==> config.mk <==
export PLATFORM = sky130hd
export DESIGN_NAME = fractional_n_synth_tuning
export DESIGN_NICKNAME = d
export VERILOG_FILES = /design/src/rtl/fnst_pkg.sv /design/src/rtl/fnst_datapath.sv /design/src/rtl/fractional_n_synth_tuning.sv
export SDC_FILE = /design/constraint.sdc
export NUM_CORES = 2
export LEC_CHECK = 0
export BUFFER_PORTS_ARGS = -buffer_cell sky130_fd_sc_hd__buf_2
export CORE_MARGIN = 1.5
export CORE_UTILIZATION = 62
export DETAILED_ROUTE_END_ITERATION = 16
export PLACE_DENSITY_LB_ADDON = 0.12
export SLEW_MARGIN = 20
export SYNTH_ARGS = -nofsm -noshare
export SYNTH_HDL_FRONTEND = slang
export SYNTH_SLANG_ARGS = --single-unit
==> constraint.sdc <==
create_clock -name clk_i -period 7.2 [get_ports clk_i]
set_input_delay 0.72 -clock clk_i [delete_from_list [all_inputs] [get_ports clk_i]]
set_output_delay 0.72 -clock clk_i [all_outputs]
set_load 0.01 [all_outputs]
==> src/rtl/fnst_pkg.sv <==
// Constants and types of the fractional-N synthesizer tuning pipeline.
package fnst_pkg;

  // Field and datapath widths.
  localparam int unsigned TUNE_W     = 31;
  localparam int unsigned LO_W       = 32;
  localparam int unsigned ODIV_W     = 3;
  localparam int unsigned VCO_W      = 35;
  localparam int unsigned NQ_W       = 10;
  localparam int unsigned REM0_W     = 27;
  localparam int unsigned REM_W      = 26;
  localparam int unsigned FRAC_BITS  = 18;
  localparam int unsigned FM_W       = REM_W + FRAC_BITS;
  localparam int unsigned NUM_STAGES = 8;
  localparam int unsigned ADDR_W     = 3;
  localparam int unsigned DATA_W     = 32;

  // Frequency plan in hertz.
  localparam logic [TUNE_W-1:0] TUNE_MAX_HZ  = TUNE_W'(1100000000);
  localparam logic [TUNE_W-1:0] THRESH_RESET = TUNE_W'(500000000);
  localparam longint unsigned   IF_HZ        = 64'd908250000;
  localparam longint unsigned   OFFSET_HZ    = 64'd2065;
  localparam longint unsigned   REF_HZ       = 64'd50000000;
  localparam logic [LO_W-1:0]   LO_BASE      = LO_W'(IF_HZ + OFFSET_HZ);

  // Output divider bands on the LO frequency.
  localparam logic [LO_W-1:0] BAND_LOW_HZ = LO_W'(64'd700000000);
  localparam logic [LO_W-1:0] BAND_6_HZ   = LO_W'(64'd1065000000);
  localparam logic [LO_W-1:0] BAND_5_HZ   = LO_W'(64'd1278000000);
  localparam logic [LO_W-1:0] BAND_4_HZ   = LO_W'(64'd1598000000);
  localparam logic [LO_W-1:0] BAND_3_HZ   = LO_W'(64'd2130000000);
  localparam logic [LO_W-1:0] BAND_2_HZ   = LO_W'(64'd3195000000);

  // The reference is 2^7 times an odd factor; the quotient reciprocal works on the odd part.
  localparam int unsigned      REF_SHIFT  = 7;
  localparam longint unsigned  REF_ODD    = REF_HZ >> REF_SHIFT;
  localparam int unsigned      RECIP_K    = 32;
  localparam int unsigned      RECIP_Q_W  = 14;
  localparam logic [RECIP_Q_W-1:0] RECIP_Q = RECIP_Q_W'((64'd1 << RECIP_K) / REF_ODD);

  // Fraction scale and its reciprocal, scaled by 2^REM_W.
  localparam logic [FRAC_BITS-1:0] FRAC_MAX  = {FRAC_BITS{1'b1}};
  localparam int unsigned          RECIP_F_W = FRAC_BITS + 1;
  localparam logic [RECIP_F_W-1:0] RECIP_F   =
      RECIP_F_W'((64'(FRAC_MAX) << REM_W) / REF_HZ);

  // Largest integer feedback divider N.
  localparam logic [NQ_W-1:0] MAX_INT_DIVIDER = NQ_W'(511);

  // Register index decoded from paddr bit 2.
  localparam logic REG_BAND_THRESHOLD = 1'b0;

  typedef struct packed {
    logic                 uhf_select;
    logic [ODIV_W-1:0]    out_divider;
    logic [NQ_W-1:0]      nm1;
    logic [FRAC_BITS-1:0] frac;
  } result_t;

endpackage

==> src/rtl/fnst_datapath.sv <==
// Eight-stage datapath computing band, dividers and fraction for one request.
module fnst_datapath (
  input  logic                                     clk_i,
  input  logic [fnst_pkg::NUM_STAGES-1:0]          en_i,
  input  logic [fnst_pkg::TUNE_W-1:0]              tune_hz_i,
  input  logic [fnst_pkg::TUNE_W-1:0]              band_threshold_hz_i,
  output fnst_pkg::result_t                        res_o
);

  localparam int unsigned X_W  = fnst_pkg::VCO_W - fnst_pkg::REF_SHIFT;
  localparam int unsigned QP_W = X_W + fnst_pkg::RECIP_Q_W;
  localparam int unsigned FP_W = fnst_pkg::REM_W + fnst_pkg::RECIP_F_W;

  // Stage 0: saturation, LO and band switch.
  logic [fnst_pkg::TUNE_W-1:0] tune_sat;
  logic [fnst_pkg::LO_W-1:0]   lo_d, lo_q;
  logic                        uhf_d, uhf0_q;

  always_comb begin
    tune_sat = (tune_hz_i > fnst_pkg::TUNE_MAX_HZ) ? fnst_pkg::TUNE_MAX_HZ : tune_hz_i;
    lo_d     = fnst_pkg::LO_W'(tune_sat) + fnst_pkg::LO_BASE;
    // LO above IF plus threshold is the same as tune plus offset above threshold.
    uhf_d    = (fnst_pkg::LO_W'(tune_sat) + fnst_pkg::LO_W'(fnst_pkg::OFFSET_HZ)) >
               fnst_pkg::LO_W'(band_threshold_hz_i);
  end

  always_ff @(posedge clk_i) begin
    if (en_i[0]) begin
      lo_q   <= lo_d;
      uhf0_q <= uhf_d;
    end
  end

  // Stage 1: output divider and VCO minus one.
  logic [fnst_pkg::ODIV_W-1:0] odiv_d, odiv1_q;
  logic [fnst_pkg::VCO_W-1:0]  vco, vm1_d, vm1_q;
  logic                        uhf1_q;

  always_comb begin
    if (lo_q > fnst_pkg::BAND_LOW_HZ && lo_q <= fnst_pkg::BAND_6_HZ) begin
      odiv_d = fnst_pkg::ODIV_W'(6);
    end else if (lo_q > fnst_pkg::BAND_6_HZ && lo_q <= fnst_pkg::BAND_5_HZ) begin
      odiv_d = fnst_pkg::ODIV_W'(5);
    end else if (lo_q > fnst_pkg::BAND_5_HZ && lo_q <= fnst_pkg::BAND_4_HZ) begin
      odiv_d = fnst_pkg::ODIV_W'(4);
    end else if (lo_q > fnst_pkg::BAND_4_HZ && lo_q <= fnst_pkg::BAND_3_HZ) begin
      odiv_d = fnst_pkg::ODIV_W'(3);
    end else if (lo_q > fnst_pkg::BAND_3_HZ && lo_q <= fnst_pkg::BAND_2_HZ) begin
      odiv_d = fnst_pkg::ODIV_W'(2);
    end else begin
      odiv_d = fnst_pkg::ODIV_W'(1);
    end
    vco   = fnst_pkg::VCO_W'(lo_q) * fnst_pkg::VCO_W'(odiv_d);
    vm1_d = vco - fnst_pkg::VCO_W'(1);
  end

  always_ff @(posedge clk_i) begin
    if (en_i[1]) begin
      odiv1_q <= odiv_d;
      vm1_q   <= vm1_d;
      uhf1_q  <= uhf0_q;
    end
  end

  // Stage 2: quotient estimate of (VCO-1)/REF, low by at most one.
  logic [X_W-1:0]              qx;
  logic [QP_W-1:0]             qprod;
  logic [fnst_pkg::NQ_W-1:0]   qest_d, qest2_q;
  logic [fnst_pkg::VCO_W-1:0]  vm12_q;
  logic [fnst_pkg::ODIV_W-1:0] odiv2_q;
  logic                        uhf2_q;

  always_comb begin
    qx     = vm1_q[fnst_pkg::VCO_W-1:fnst_pkg::REF_SHIFT];
    qprod  = QP_W'(qx) * QP_W'(fnst_pkg::RECIP_Q);
    qest_d = qprod[fnst_pkg::RECIP_K +: fnst_pkg::NQ_W];
  end

  always_ff @(posedge clk_i) begin
    if (en_i[2]) begin
      qest2_q <= qest_d;
      vm12_q  <= vm1_q;
      odiv2_q <= odiv1_q;
      uhf2_q  <= uhf1_q;
    end
  end

  // Stage 3: remainder of the estimate.
  logic [fnst_pkg::VCO_W-1:0]  rem0_full;
  logic [fnst_pkg::REM0_W-1:0] rem0_q;
  logic [fnst_pkg::NQ_W-1:0]   qest3_q;
  logic [fnst_pkg::ODIV_W-1:0] odiv3_q;
  logic                        uhf3_q;

  assign rem0_full = vm12_q -
      fnst_pkg::VCO_W'(qest2_q) * fnst_pkg::VCO_W'(fnst_pkg::REF_HZ);

  always_ff @(posedge clk_i) begin
    if (en_i[3]) begin
      rem0_q  <= rem0_full[fnst_pkg::REM0_W-1:0];
      qest3_q <= qest2_q;
      odiv3_q <= odiv2_q;
      uhf3_q  <= uhf2_q;
    end
  end

  // Stage 4: quotient correction, N-1, remainder in 1..REF and the cap.
  logic                        qfix;
  logic [fnst_pkg::NQ_W-1:0]   qc, nm1_d, nm14_q;
  logic [fnst_pkg::REM_W-1:0]  rem_d, rem4_q;
  logic                        cap_d, cap4_q;
  logic [fnst_pkg::ODIV_W-1:0] odiv4_q;
  logic                        uhf4_q;

  always_comb begin
    qfix  = rem0_q >= fnst_pkg::REM0_W'(fnst_pkg::REF_HZ);
    qc    = qfix ? (qest3_q + fnst_pkg::NQ_W'(1)) : qest3_q;
    rem_d = qfix ?
        fnst_pkg::REM_W'(rem0_q - fnst_pkg::REM0_W'(fnst_pkg::REF_HZ) + fnst_pkg::REM0_W'(1)) :
        fnst_pkg::REM_W'(rem0_q + fnst_pkg::REM0_W'(1));
    cap_d = qc >= fnst_pkg::MAX_INT_DIVIDER;
    nm1_d = cap_d ? (fnst_pkg::MAX_INT_DIVIDER - fnst_pkg::NQ_W'(1)) : qc;
  end

  always_ff @(posedge clk_i) begin
    if (en_i[4]) begin
      nm14_q  <= nm1_d;
      rem4_q  <= rem_d;
      cap4_q  <= cap_d;
      odiv4_q <= odiv3_q;
      uhf4_q  <= uhf3_q;
    end
  end

  // Stage 5: fraction estimate, low by at most one.
  logic [FP_W-1:0]                fprod;
  logic [fnst_pkg::FRAC_BITS-1:0] fest_d, fest5_q;
  logic [fnst_pkg::REM_W-1:0]     rem5_q;
  logic [fnst_pkg::NQ_W-1:0]      nm15_q;
  logic                           cap5_q;
  logic [fnst_pkg::ODIV_W-1:0]    odiv5_q;
  logic                           uhf5_q;

  always_comb begin
    fprod  = FP_W'(rem4_q) * FP_W'(fnst_pkg::RECIP_F);
    fest_d = fprod[fnst_pkg::REM_W +: fnst_pkg::FRAC_BITS];
  end

  always_ff @(posedge clk_i) begin
    if (en_i[5]) begin
      fest5_q <= fest_d;
      rem5_q  <= rem4_q;
      nm15_q  <= nm14_q;
      cap5_q  <= cap4_q;
      odiv5_q <= odiv4_q;
      uhf5_q  <= uhf4_q;
    end
  end

  // Stage 6: scaled remainder and the estimate times REF.
  logic [fnst_pkg::FM_W-1:0]      fm_d, fm6_q, fref_d, fref6_q;
  logic [fnst_pkg::FRAC_BITS-1:0] fest6_q;
  logic [fnst_pkg::NQ_W-1:0]      nm16_q;
  logic                           cap6_q;
  logic [fnst_pkg::ODIV_W-1:0]    odiv6_q;
  logic                           uhf6_q;

  always_comb begin
    fm_d   = (fnst_pkg::FM_W'(rem5_q) << fnst_pkg::FRAC_BITS) - fnst_pkg::FM_W'(rem5_q);
    fref_d = fnst_pkg::FM_W'(fest5_q) * fnst_pkg::FM_W'(fnst_pkg::REF_HZ);
  end

  always_ff @(posedge clk_i) begin
    if (en_i[6]) begin
      fm6_q   <= fm_d;
      fref6_q <= fref_d;
      fest6_q <= fest5_q;
      nm16_q  <= nm15_q;
      cap6_q  <= cap5_q;
      odiv6_q <= odiv5_q;
      uhf6_q  <= uhf5_q;
    end
  end

  // Stage 7: fraction correction and saturation into the output register.
  logic [fnst_pkg::FM_W-1:0]      fdiff;
  fnst_pkg::result_t              res_d, res_q;

  always_comb begin
    fdiff             = fm6_q - fref6_q;
    res_d.uhf_select  = uhf6_q;
    res_d.out_divider = odiv6_q;
    res_d.nm1         = nm16_q;
    if (cap6_q) begin
      res_d.frac = fnst_pkg::FRAC_MAX;
    end else if (fdiff >= fnst_pkg::FM_W'(fnst_pkg::REF_HZ)) begin
      res_d.frac = fest6_q + fnst_pkg::FRAC_BITS'(1);
    end else begin
      res_d.frac = fest6_q;
    end
  end

  always_ff @(posedge clk_i) begin
    if (en_i[7]) begin
      res_q <= res_d;
    end
  end

  assign res_o = res_q;

endmodule

==> src/rtl/fractional_n_synth_tuning.sv <==
// Top level of the fractional-N synthesizer tuning calculator.
//
// A request on the input channel carries a tuned frequency in hertz (tune_hz_i);
// values above 1.1 GHz are clamped. The block adds the 908.25 MHz IF and a
// 2065 Hz offset to get the LO, selects the UHF or VHF antenna path against the
// programmable band threshold, picks the output divider from the LO band and
// returns the integer divider N-1, the 18-bit fraction and their register fields.
// Both channels use valid and stall; a request moves at a clock edge where
// valid is high and stall is low.
// The result is registered in every stage of the pipeline before it appears on
// the output; the throughput is one request per cycle while the receiver does
// not stall, set by the eight-stage pipeline with its two reciprocal
// multiplications and correction steps.
// When the receiver stalls, the result holds on the output and the stages
// behind it keep filling until every stage holds a request; only then does
// in_stall_o rise. Empty stages are squeezed out, so nothing is lost or repeated.
// Reset (rst_ni low, asynchronous) empties the pipeline and sets the band
// threshold to 500 MHz. The threshold sits at APB byte address 0 and may only
// be written while no request is in flight.
module fractional_n_synth_tuning (
  input  logic                              clk_i,
  input  logic                              rst_ni,
  // Request channel.
  input  logic                              in_valid_i,
  output logic                              in_stall_o,
  input  logic [fnst_pkg::TUNE_W-1:0]       tune_hz_i,
  // Result channel.
  output logic                              out_valid_o,
  input  logic                              out_stall_i,
  output logic                              uhf_select_o,
  output logic [2:0]                        out_divider_o,
  output logic [8:0]                        int_divider_o,
  output logic [17:0]                       frac_word_o,
  output logic [5:0]                        frac_high_byte_o,
  output logic [7:0]                        frac_mid_byte_o,
  output logic [3:0]                        frac_low_nibble_o,
  output logic [1:0]                        n_high_bits_o,
  output logic [7:0]                        n_low_byte_o,
  // Configuration port.
  input  logic                              psel,
  input  logic                              penable,
  input  logic                              pwrite,
  input  logic [fnst_pkg::ADDR_W-1:0]       paddr,
  input  logic [fnst_pkg::DATA_W-1:0]       pwdata,
  output logic [fnst_pkg::DATA_W-1:0]       prdata,
  output logic                              pready
);

  // Band threshold register.
  logic [fnst_pkg::TUNE_W-1:0] thresh_q;
  logic                        reg_sel;
  logic                        reg_wr;

  assign pready  = 1'b1;
  assign reg_sel = paddr[2] == fnst_pkg::REG_BAND_THRESHOLD;
  assign reg_wr  = psel && penable && pwrite && pready && reg_sel;
  assign prdata  = reg_sel ? fnst_pkg::DATA_W'(thresh_q) : '0;

  always_ff @(posedge clk_i or negedge rst_ni) begin
    if (!rst_ni) begin
      thresh_q <= fnst_pkg::THRESH_RESET;
    end else if (reg_wr) begin
      thresh_q <= pwdata[fnst_pkg::TUNE_W-1:0];
    end
  end

  // Valid bits travel with the data. A stage takes a new request when it is
  // empty or when the stage after it is taking its current one.
  logic [fnst_pkg::NUM_STAGES-1:0] valid_q;
  logic [fnst_pkg::NUM_STAGES-1:0] ready;

  always_comb begin
    ready[fnst_pkg::NUM_STAGES-1] = !valid_q[fnst_pkg::NUM_STAGES-1] || !out_stall_i;
    for (int k = fnst_pkg::NUM_STAGES - 2; k >= 0; k--) begin
      ready[k] = !valid_q[k] || ready[k+1];
    end
  end

  always_ff @(posedge clk_i or negedge rst_ni) begin
    if (!rst_ni) begin
      valid_q <= '0;
    end else begin
      if (ready[0]) begin
        valid_q[0] <= in_valid_i;
      end
      for (int k = 1; k < fnst_pkg::NUM_STAGES; k++) begin
        if (ready[k]) begin
          valid_q[k] <= valid_q[k-1];
        end
      end
    end
  end

  assign in_stall_o  = !ready[0];
  assign out_valid_o = valid_q[fnst_pkg::NUM_STAGES-1];

  fnst_pkg::result_t res;

  fnst_datapath u_datapath (
    .clk_i               (clk_i),
    .en_i                (ready),
    .tune_hz_i           (tune_hz_i),
    .band_threshold_hz_i (thresh_q),
    .res_o               (res)
  );

  // Register fields of the result.
  assign uhf_select_o      = res.uhf_select;
  assign out_divider_o     = res.out_divider;
  assign int_divider_o     = res.nm1[8:0];
  assign frac_word_o       = res.frac[17:0];
  assign frac_high_byte_o  = res.frac[17:12];
  assign frac_mid_byte_o   = res.frac[11:4];
  assign frac_low_nibble_o = res.frac[3:0];
  assign n_high_bits_o     = res.nm1[9:8];
  assign n_low_byte_o      = res.nm1[7:0];

endmodule

-- Word-level counts from Yosys, hierarchy flattened
Index checks and enable logic that the tools add are counted.
W data, S select, Z words.
- flip-flop bits (word level): 439
- bits of input ports: 73
- output and inout bits: 94
- logic and storage cells: 112
- add/subtract/negate cells: 11
- multiply operators: 5
- order comparisons: 15
- multiplexer cells: 10
- bitwise logic cells: 1
- reduce and logical (&&, ||, !) cells: 26
- operators by type and width (cell ; number):
    $gt A32 B31 Y1 const B ; 3
    $le A32 B31 Y1 const B ; 3
    $gt A32 B30 Y1 const B ; 2
    $mux W31 ; 2
    $add A26 B1 Y26 const B ; 2
    $ge A44 B26 Y1 const B ; 1
    $sub A44 B26 Y44 ; 1
    $sub A44 B44 Y44 ; 1
    $mul A26 B18 Y43 const B ; 1
    $mul A28 B14 Y42 const B ; 1
    $mul A18 B19 Y37 const B ; 1
    $mul A32 B3 Y35 ; 1
    $sub A35 B1 Y35 const B ; 1
    $add A31 B12 Y32 const B ; 1
    $add A31 B30 Y32 const B ; 1
    $gt A32 B31 Y1 ; 1
    $le A32 B30 Y1 const B ; 1
    $le A32 B32 Y1 const B ; 1
    $gt A31 B31 Y1 const B ; 1
    $ge A27 B26 Y1 const B ; 1
    $sub A27 B27 Y27 ; 1
    $mux W26 ; 1
    $sub A26 B26 Y26 const B ; 1
    $mul A10 B19 Y20 const B ; 1
    11 further kinds ; 37

-- Logic depth before layout (Yosys ltp)
- word-level depth: 10
- depth in mapped cells: 29

-- Hierarchy
From an unflattened synthesis, not the netlist that was laid out.
- cells, all modules: 4636
- area total of the unflattened synthesis: 48295.1 sq um
- modules (own cells, without submodules) (module ; times used ; cells each ; area an instance (sq um)):
    fnst_datapath ; 1 ; 4476 ; 46223.1
    fractional_n_synth_tuning ; 1 ; 160 ; 2072.0

-- Least setup slack after synthesis
No wires, ideal clock.
- path kind: register to register
- start point: register u_datapath.vm1_q[20] in the netlist's numbering
- end point: register u_datapath.qest2_q[9] in the netlist's numbering, data pin
- setup time: 0.259 ns
- arrival time: 6.212 ns
- slack: 0.729 ns
- cell stages (with the launch flop): 21
- buffers on the path: 0
- period minus slack after synthesis: 6.471 ns
- cell sequence: edfxtp_1 -> ha_1 -> inv_1 -> fa_1 -> inv_1 -> fa_1 -> fa_1 -> fa_1 -> fa_1 -> ha_1 -> a21o_1 -> a2111oi_0 -> nand3_1 -> or3_1 -> a211oi_1 -> nor3_1 -> o21ai_0 -> o21bai_1 -> o41ai_2 -> nor2_1 -> a211o_1
- cells in the longest elaborated chain, start to end: 1
- ends and longest elaborated chain (item ; line ; text):
    start, declared ; fnst_datapath.sv:36 ; logic [fnst_pkg::VCO_W-1:0] vco, vm1_d, vm1_q;
    start signal, assigned ; fnst_datapath.sv:60 ; vm1_q <= vm1_d;
    $mul A28 B14 Y42 ; fnst_datapath.sv:75 ; qprod = QP_W'(qx) * QP_W'(fnst_pkg::RECIP_Q);
    named net u_datapath.qprod[41] ; fnst_datapath.sv:67 ; logic [QP_W-1:0] qprod;
    end signal, assigned ; fnst_datapath.sv:81 ; qest2_q <= qest_d;
    end, declared ; fnst_datapath.sv:68 ; logic [fnst_pkg::NQ_W-1:0] qest_d, qest2_q;
The timed path passes the listed nets, and every way through them passes these cells.
A chain may end at the register's enable or synchronous reset.

-- Final worst setup path
- start point: register u_datapath.lo_q[9] in the netlist's numbering
- end point: register u_datapath.vm1_q[31] in the netlist's numbering, data pin
- cells in the longest elaborated chain, start to end: 9
- ends and longest elaborated chain (item ; line ; text):
    start, declared ; fnst_datapath.sv:16 ; logic [fnst_pkg::LO_W-1:0] lo_d, lo_q;
    start signal, assigned ; fnst_datapath.sv:29 ; lo_q <= lo_d;
    $gt A32 B31 Y1 / $le A32 B32 Y1 (equally long branches) ; fnst_datapath.sv:48 ; end else if (lo_q > fnst_pkg::BAND_3_HZ && lo_q <= fnst_pkg::BAND_2_HZ) begin
    $logic_and A1 B1 Y1 ; fnst_datapath.sv:48 ;
    $mux W2 ; fnst_datapath.sv:48 ;
    $mux W3 ; fnst_datapath.sv:46 ; end else if (lo_q > fnst_pkg::BAND_4_HZ && lo_q <= fnst_pkg::BAND_3_HZ) begin
    $mux W3 ; fnst_datapath.sv:44 ; end else if (lo_q > fnst_pkg::BAND_5_HZ && lo_q <= fnst_pkg::BAND_4_HZ) begin
    $mux W3 ; fnst_datapath.sv:42 ; end else if (lo_q > fnst_pkg::BAND_6_HZ && lo_q <= fnst_pkg::BAND_5_HZ) begin
    $mux W3 ; fnst_datapath.sv:40 ; if (lo_q > fnst_pkg::BAND_LOW_HZ && lo_q <= fnst_pkg::BAND_6_HZ) begin
    $mul A32 B3 Y35 * ; fnst_datapath.sv:53 ; vco = fnst_pkg::VCO_W'(lo_q) * fnst_pkg::VCO_W'(odiv_d);
    $sub A35 B1 Y35 * ; fnst_datapath.sv:54 ; vm1_d = vco - fnst_pkg::VCO_W'(1);
    named net u_datapath.vm1_d (one bit) ; fnst_datapath.sv:36 ;
Mark *: on every way through the listed nets, which the timed path passes. The rest lies on a longest branch.

==> qor.txt <==
=====================================================================================
Pin count of the biggest net entering global routing                               78
Antenna violation net count after detailed routing                                  0
Final critical path time including I/O delays and setup                       6850 ps
Top-Level Pins                                                                    167
Most frequent standard cell in the layout excluding fill and tap cells   sky130_fd_sc_hd__inv_1
Arrival time reported for the critical path endpoint                          7290 ps
Number of maximum-capacitance violations                                            0
Starting density of the core                                                    62.8%
Transition time of the tightest slew-check pin                                 998 ps
Chip Width                                                                     281 µm
Final Routed Wirelength                                                        101 mm
Post-Route Setup TNS                                                             0 ps
Number of antenna violations at the first check in global routing                   5
Via count                                                                       32.2k
Std-Cell Core Area                                                          76200 µm²
Status                                                                   finished, final reports clean
Avg Cell Area, Syn                                                           10.4 µm²
Iteration-0 DRC Markers                                                          1772
Minimum hold slack                                                             210 ps
Overflow left after global routing                                                  0
Largest cells by area after synthesis                                    sky130_fd_sc_hd__edfxtp_1 24%, sky130_fd_sc_hd__fa_1 23%, sky130_fd_sc_hd__ha_1 19%
Asr flop ratio synth                                                            9.13%
HP Class                                                                 input pin to async pin
Top-area cell type share of the netlist area                                    24.4%
Area overhead of the layout relative to synthesis                               7.67%
Number of synthesis warnings                                                        0
CP startpoint kind                                                               flop
Portion of the post-synthesis area used by sequential elements                  26.4%
Synthesized instance count                                                       4605
CTS clock-pin slew for the worst setup and hold paths                           60 ps
Highest clock frequency the design can meet                                 0.146 GHz
Wire length per cell after detailed routing                                   17.3 µm
Count of flip-flops with a built-in enable after synthesis                        388
Share of layout cells above drive strength 1                                    8.26%
CTS Hold Buffers Added                                                              0
Clock Tree Root                                                          sky130_fd_sc_hd__clkbuf_16
CTS H-tree depth                                                                    2
Post-route fraction of the period consumed by the critical path                 95.1%
Number of clock buffers inserted by TritonCTS                                      47
RSZ-0062 raised after global routing                                               no
DRC violations left                                                                 0
Number of max-slew violations in the final report                                   0
Number of detailed-route iterations in the first pass                               6
Relative slew margins                                                           33.4%
Worst setup EP type                                                              flop
Wire length of the first global-routing pass                                   165 mm
Critical path required time                                                   7640 ps
Unique masters post-synth                                                          92
Top FF cell, synth                                                       sky130_fd_sc_hd__edfxtp_1
Fillers                                                                          5973
Hpwl dp                                                                       83.7 mm
Slowest stage cell, crit path                                            sky130_fd_sc_hd__edfxtp_1
List of cells traversed by the critical path                             or3_1 > or4_1 > a31oi_1 > o21ai_0 > nor3_1 > a21o_1 > nand2_1 > ha_1 > inv_1 > fa_1 > ha_1 > nor2b_1 > o31a_1 > o211ai_1 > nand3_1 > a2111o_1 > a31o_2 > a41oi_1 > o31a_1 > a21oi_1 > a2111o_1 > nand3_1
Vertical extent of the die                                                     281 µm
Count of state elements after synthesis                                           427
Area enclosed by the die boundary                                           78800 µm²
Crit Path Category                                                       flop to flop
Via count of the first global-routing pass                                      33.5k
Vias/cell                                                                        5.51
Overall track demand over capacity in global routing                            26.5%
Final layout net count                                                           6101
Number of buffers on the longest clock path                                         3
Worst clock skew                                                              59.5 ps
Total of endpoints with negative setup slack in the final report                    0
Mapped Area                                                                 47800 µm²
Number of input and output port buffers inserted                                  161
Library cell occupying the most area in the post-synthesis netlist       sky130_fd_sc_hd__edfxtp_1
Final hold vios                                                                     0
Clock tree from TritonCTS                                                         yes
Row Count                                                                         101
Highest cell delay on the worst timing path                                    530 ps
GPL Wtd Cong                                                                    0.923
Clock network latency to the later pin of the worst-skew pair                  630 ps
Sinks on the clock net                                                            427
Highest fanout seen on the critical path                                           14
Most used cells in the layout excluding fill and tap cells               948 x sky130_fd_sc_hd__inv_1, 717 x sky130_fd_sc_hd__ha_1, 544 x sky130_fd_sc_hd__fa_1, 388 x sky130_fd_sc_hd__edfxtp_1, 261 x sky130_fd_sc_hd__nand2_1
=====================================================================================
-- kinds of logic after synthesis --
kind of cell               after synthesis  synth area share [%]
other                                    2                0.0157
adders and majority gates             1261                  41.5
and+or+nand+nor                        979                  9.89
DFF                                    427                  26.4
AOI/OAI and AO/OA                      584                  8.12
buffers and inverters                 1069                  8.63
muxes                                   44                  1.01
xor gates and xnor gates               239                  4.38
-- synth_stat cells (all sizes together), types with 6 or more instances --
cell     count
nand3       99
nor3b        8
or2         16
mux2        35
edfxtp     388
or3         26
nor4        27
o2111ai      7
dfstp       13
and2        42
buf         42
or4          7
dfrtp       26
clkbuf      78
nand4       45
o21a        40
o21bai      19
fa         544
a211oi      23
nand2b      32
mux2i        9
o211ai      19
xnor2      166
o21ai      119
o31ai       20
a21oi      149
nor2b       33
nor3        75
ha         717
nand2      265
a41oi        7
and3        32
xor2        73
a31oi       25
o311ai       6
o22ai        8
a211o        9
o41ai        8
a21o        71
inv        949
a21boi       8
nor2       247
-- cell type report --
cell class | count | area [µm²] | area share [%]
diodes | 7 | 17.5 | 0.0340
clock buffers | 58 | 1280 | 2.48
clock inverters | 30 | 274 | 0.532
inverters | 949 | 3560 | 6.92
multi-input cells | 3112 | 31100 | 60.4
flip-flops and latches | 427 | 12600 | 24.5
well taps | 1030 | 1290 | 2.50
repair buffers | 230 | 1320 | 2.57
-- per-layer routing --
metal  vias to the layer above  share of wire (%)  track usage (%)
met5                         -                  0                0
met4                         0                4.9             11.9
met3                       213                3.1             2.79
met2                       603                 52             47.8
met1                     15761                 40             31.8
li1                      15613                  -                -
-- repair_timing --
item / in CTS / in global routing
resized for setup: 0 / 3
buffers inserted: 0 / 8
endpoints found under the setup margin: 0 / 4
-- registers in the layout, summed over array words and instances (netlist names), 18 cells and up --
name,count
u_datapath.fest5_q,18
u_datapath.fref6_q,32
u_datapath.lo_q,32
u_datapath.rem5_q,26
u_datapath.rem0_q,27
u_datapath.res_o,32
u_datapath.vm1_q,35
u_datapath.fest6_q,18
thresh_q,31
u_datapath.fm6_q,37
u_datapath.vm12_q,27
u_datapath.rem4_q,26
-- metrics by stage --
stage          setup WS (ps)  utilization [%]  cells  instance area (µm²)
6_report                 352             67.6   5843                51500
3_3_place_gp             349             65.4   5740                49900
4_1_cts                  259             67.5   5828                51400
5_1_grt                 6.31             67.6   5841                51500
2_1_floorplan            729                -   4608                47900
3_5_place_dp             269             65.4   5740                49900
-- worst paths after layout --
path	cells past startpoint	from	slack, ps	to
max	22	u_datapath.lo_q[9]$_DFFE_PN_	350	u_datapath.vm1_q[31]$_DFFE_PP_
min	1	rst_ni	210	thresh_q[1]$_DFFE_PN0P_
max reg2reg	22	u_datapath.lo_q[9]$_DFFE_PN_	350	u_datapath.vm1_q[31]$_DFFE_PP_
min reg2reg	0	u_datapath.cap5_q$_DFFE_PP_	390	u_datapath.cap6_q$_DFFE_PP_
max in group asynchronous	1	rst_ni	6410	valid_q[7]$_DFFE_PN0P_
min in group clk_i	2	in_valid_i	280	valid_q[0]$_DFFE_PN0N_
-- worst max-delay path, delay by kind of cell, from the launching register on --
family	cells	cell delay (ps)
AOI/OAI and AO/OA	11	3150
and+or+nand+nor	7	1790
DFF	1	530
adders and majority gates	3	1120
buffers and inverters	1	50
Power is left out: the tool's default activity adds up to more than one toggle a clock period on the data nets, which glitch-free logic cannot reach.
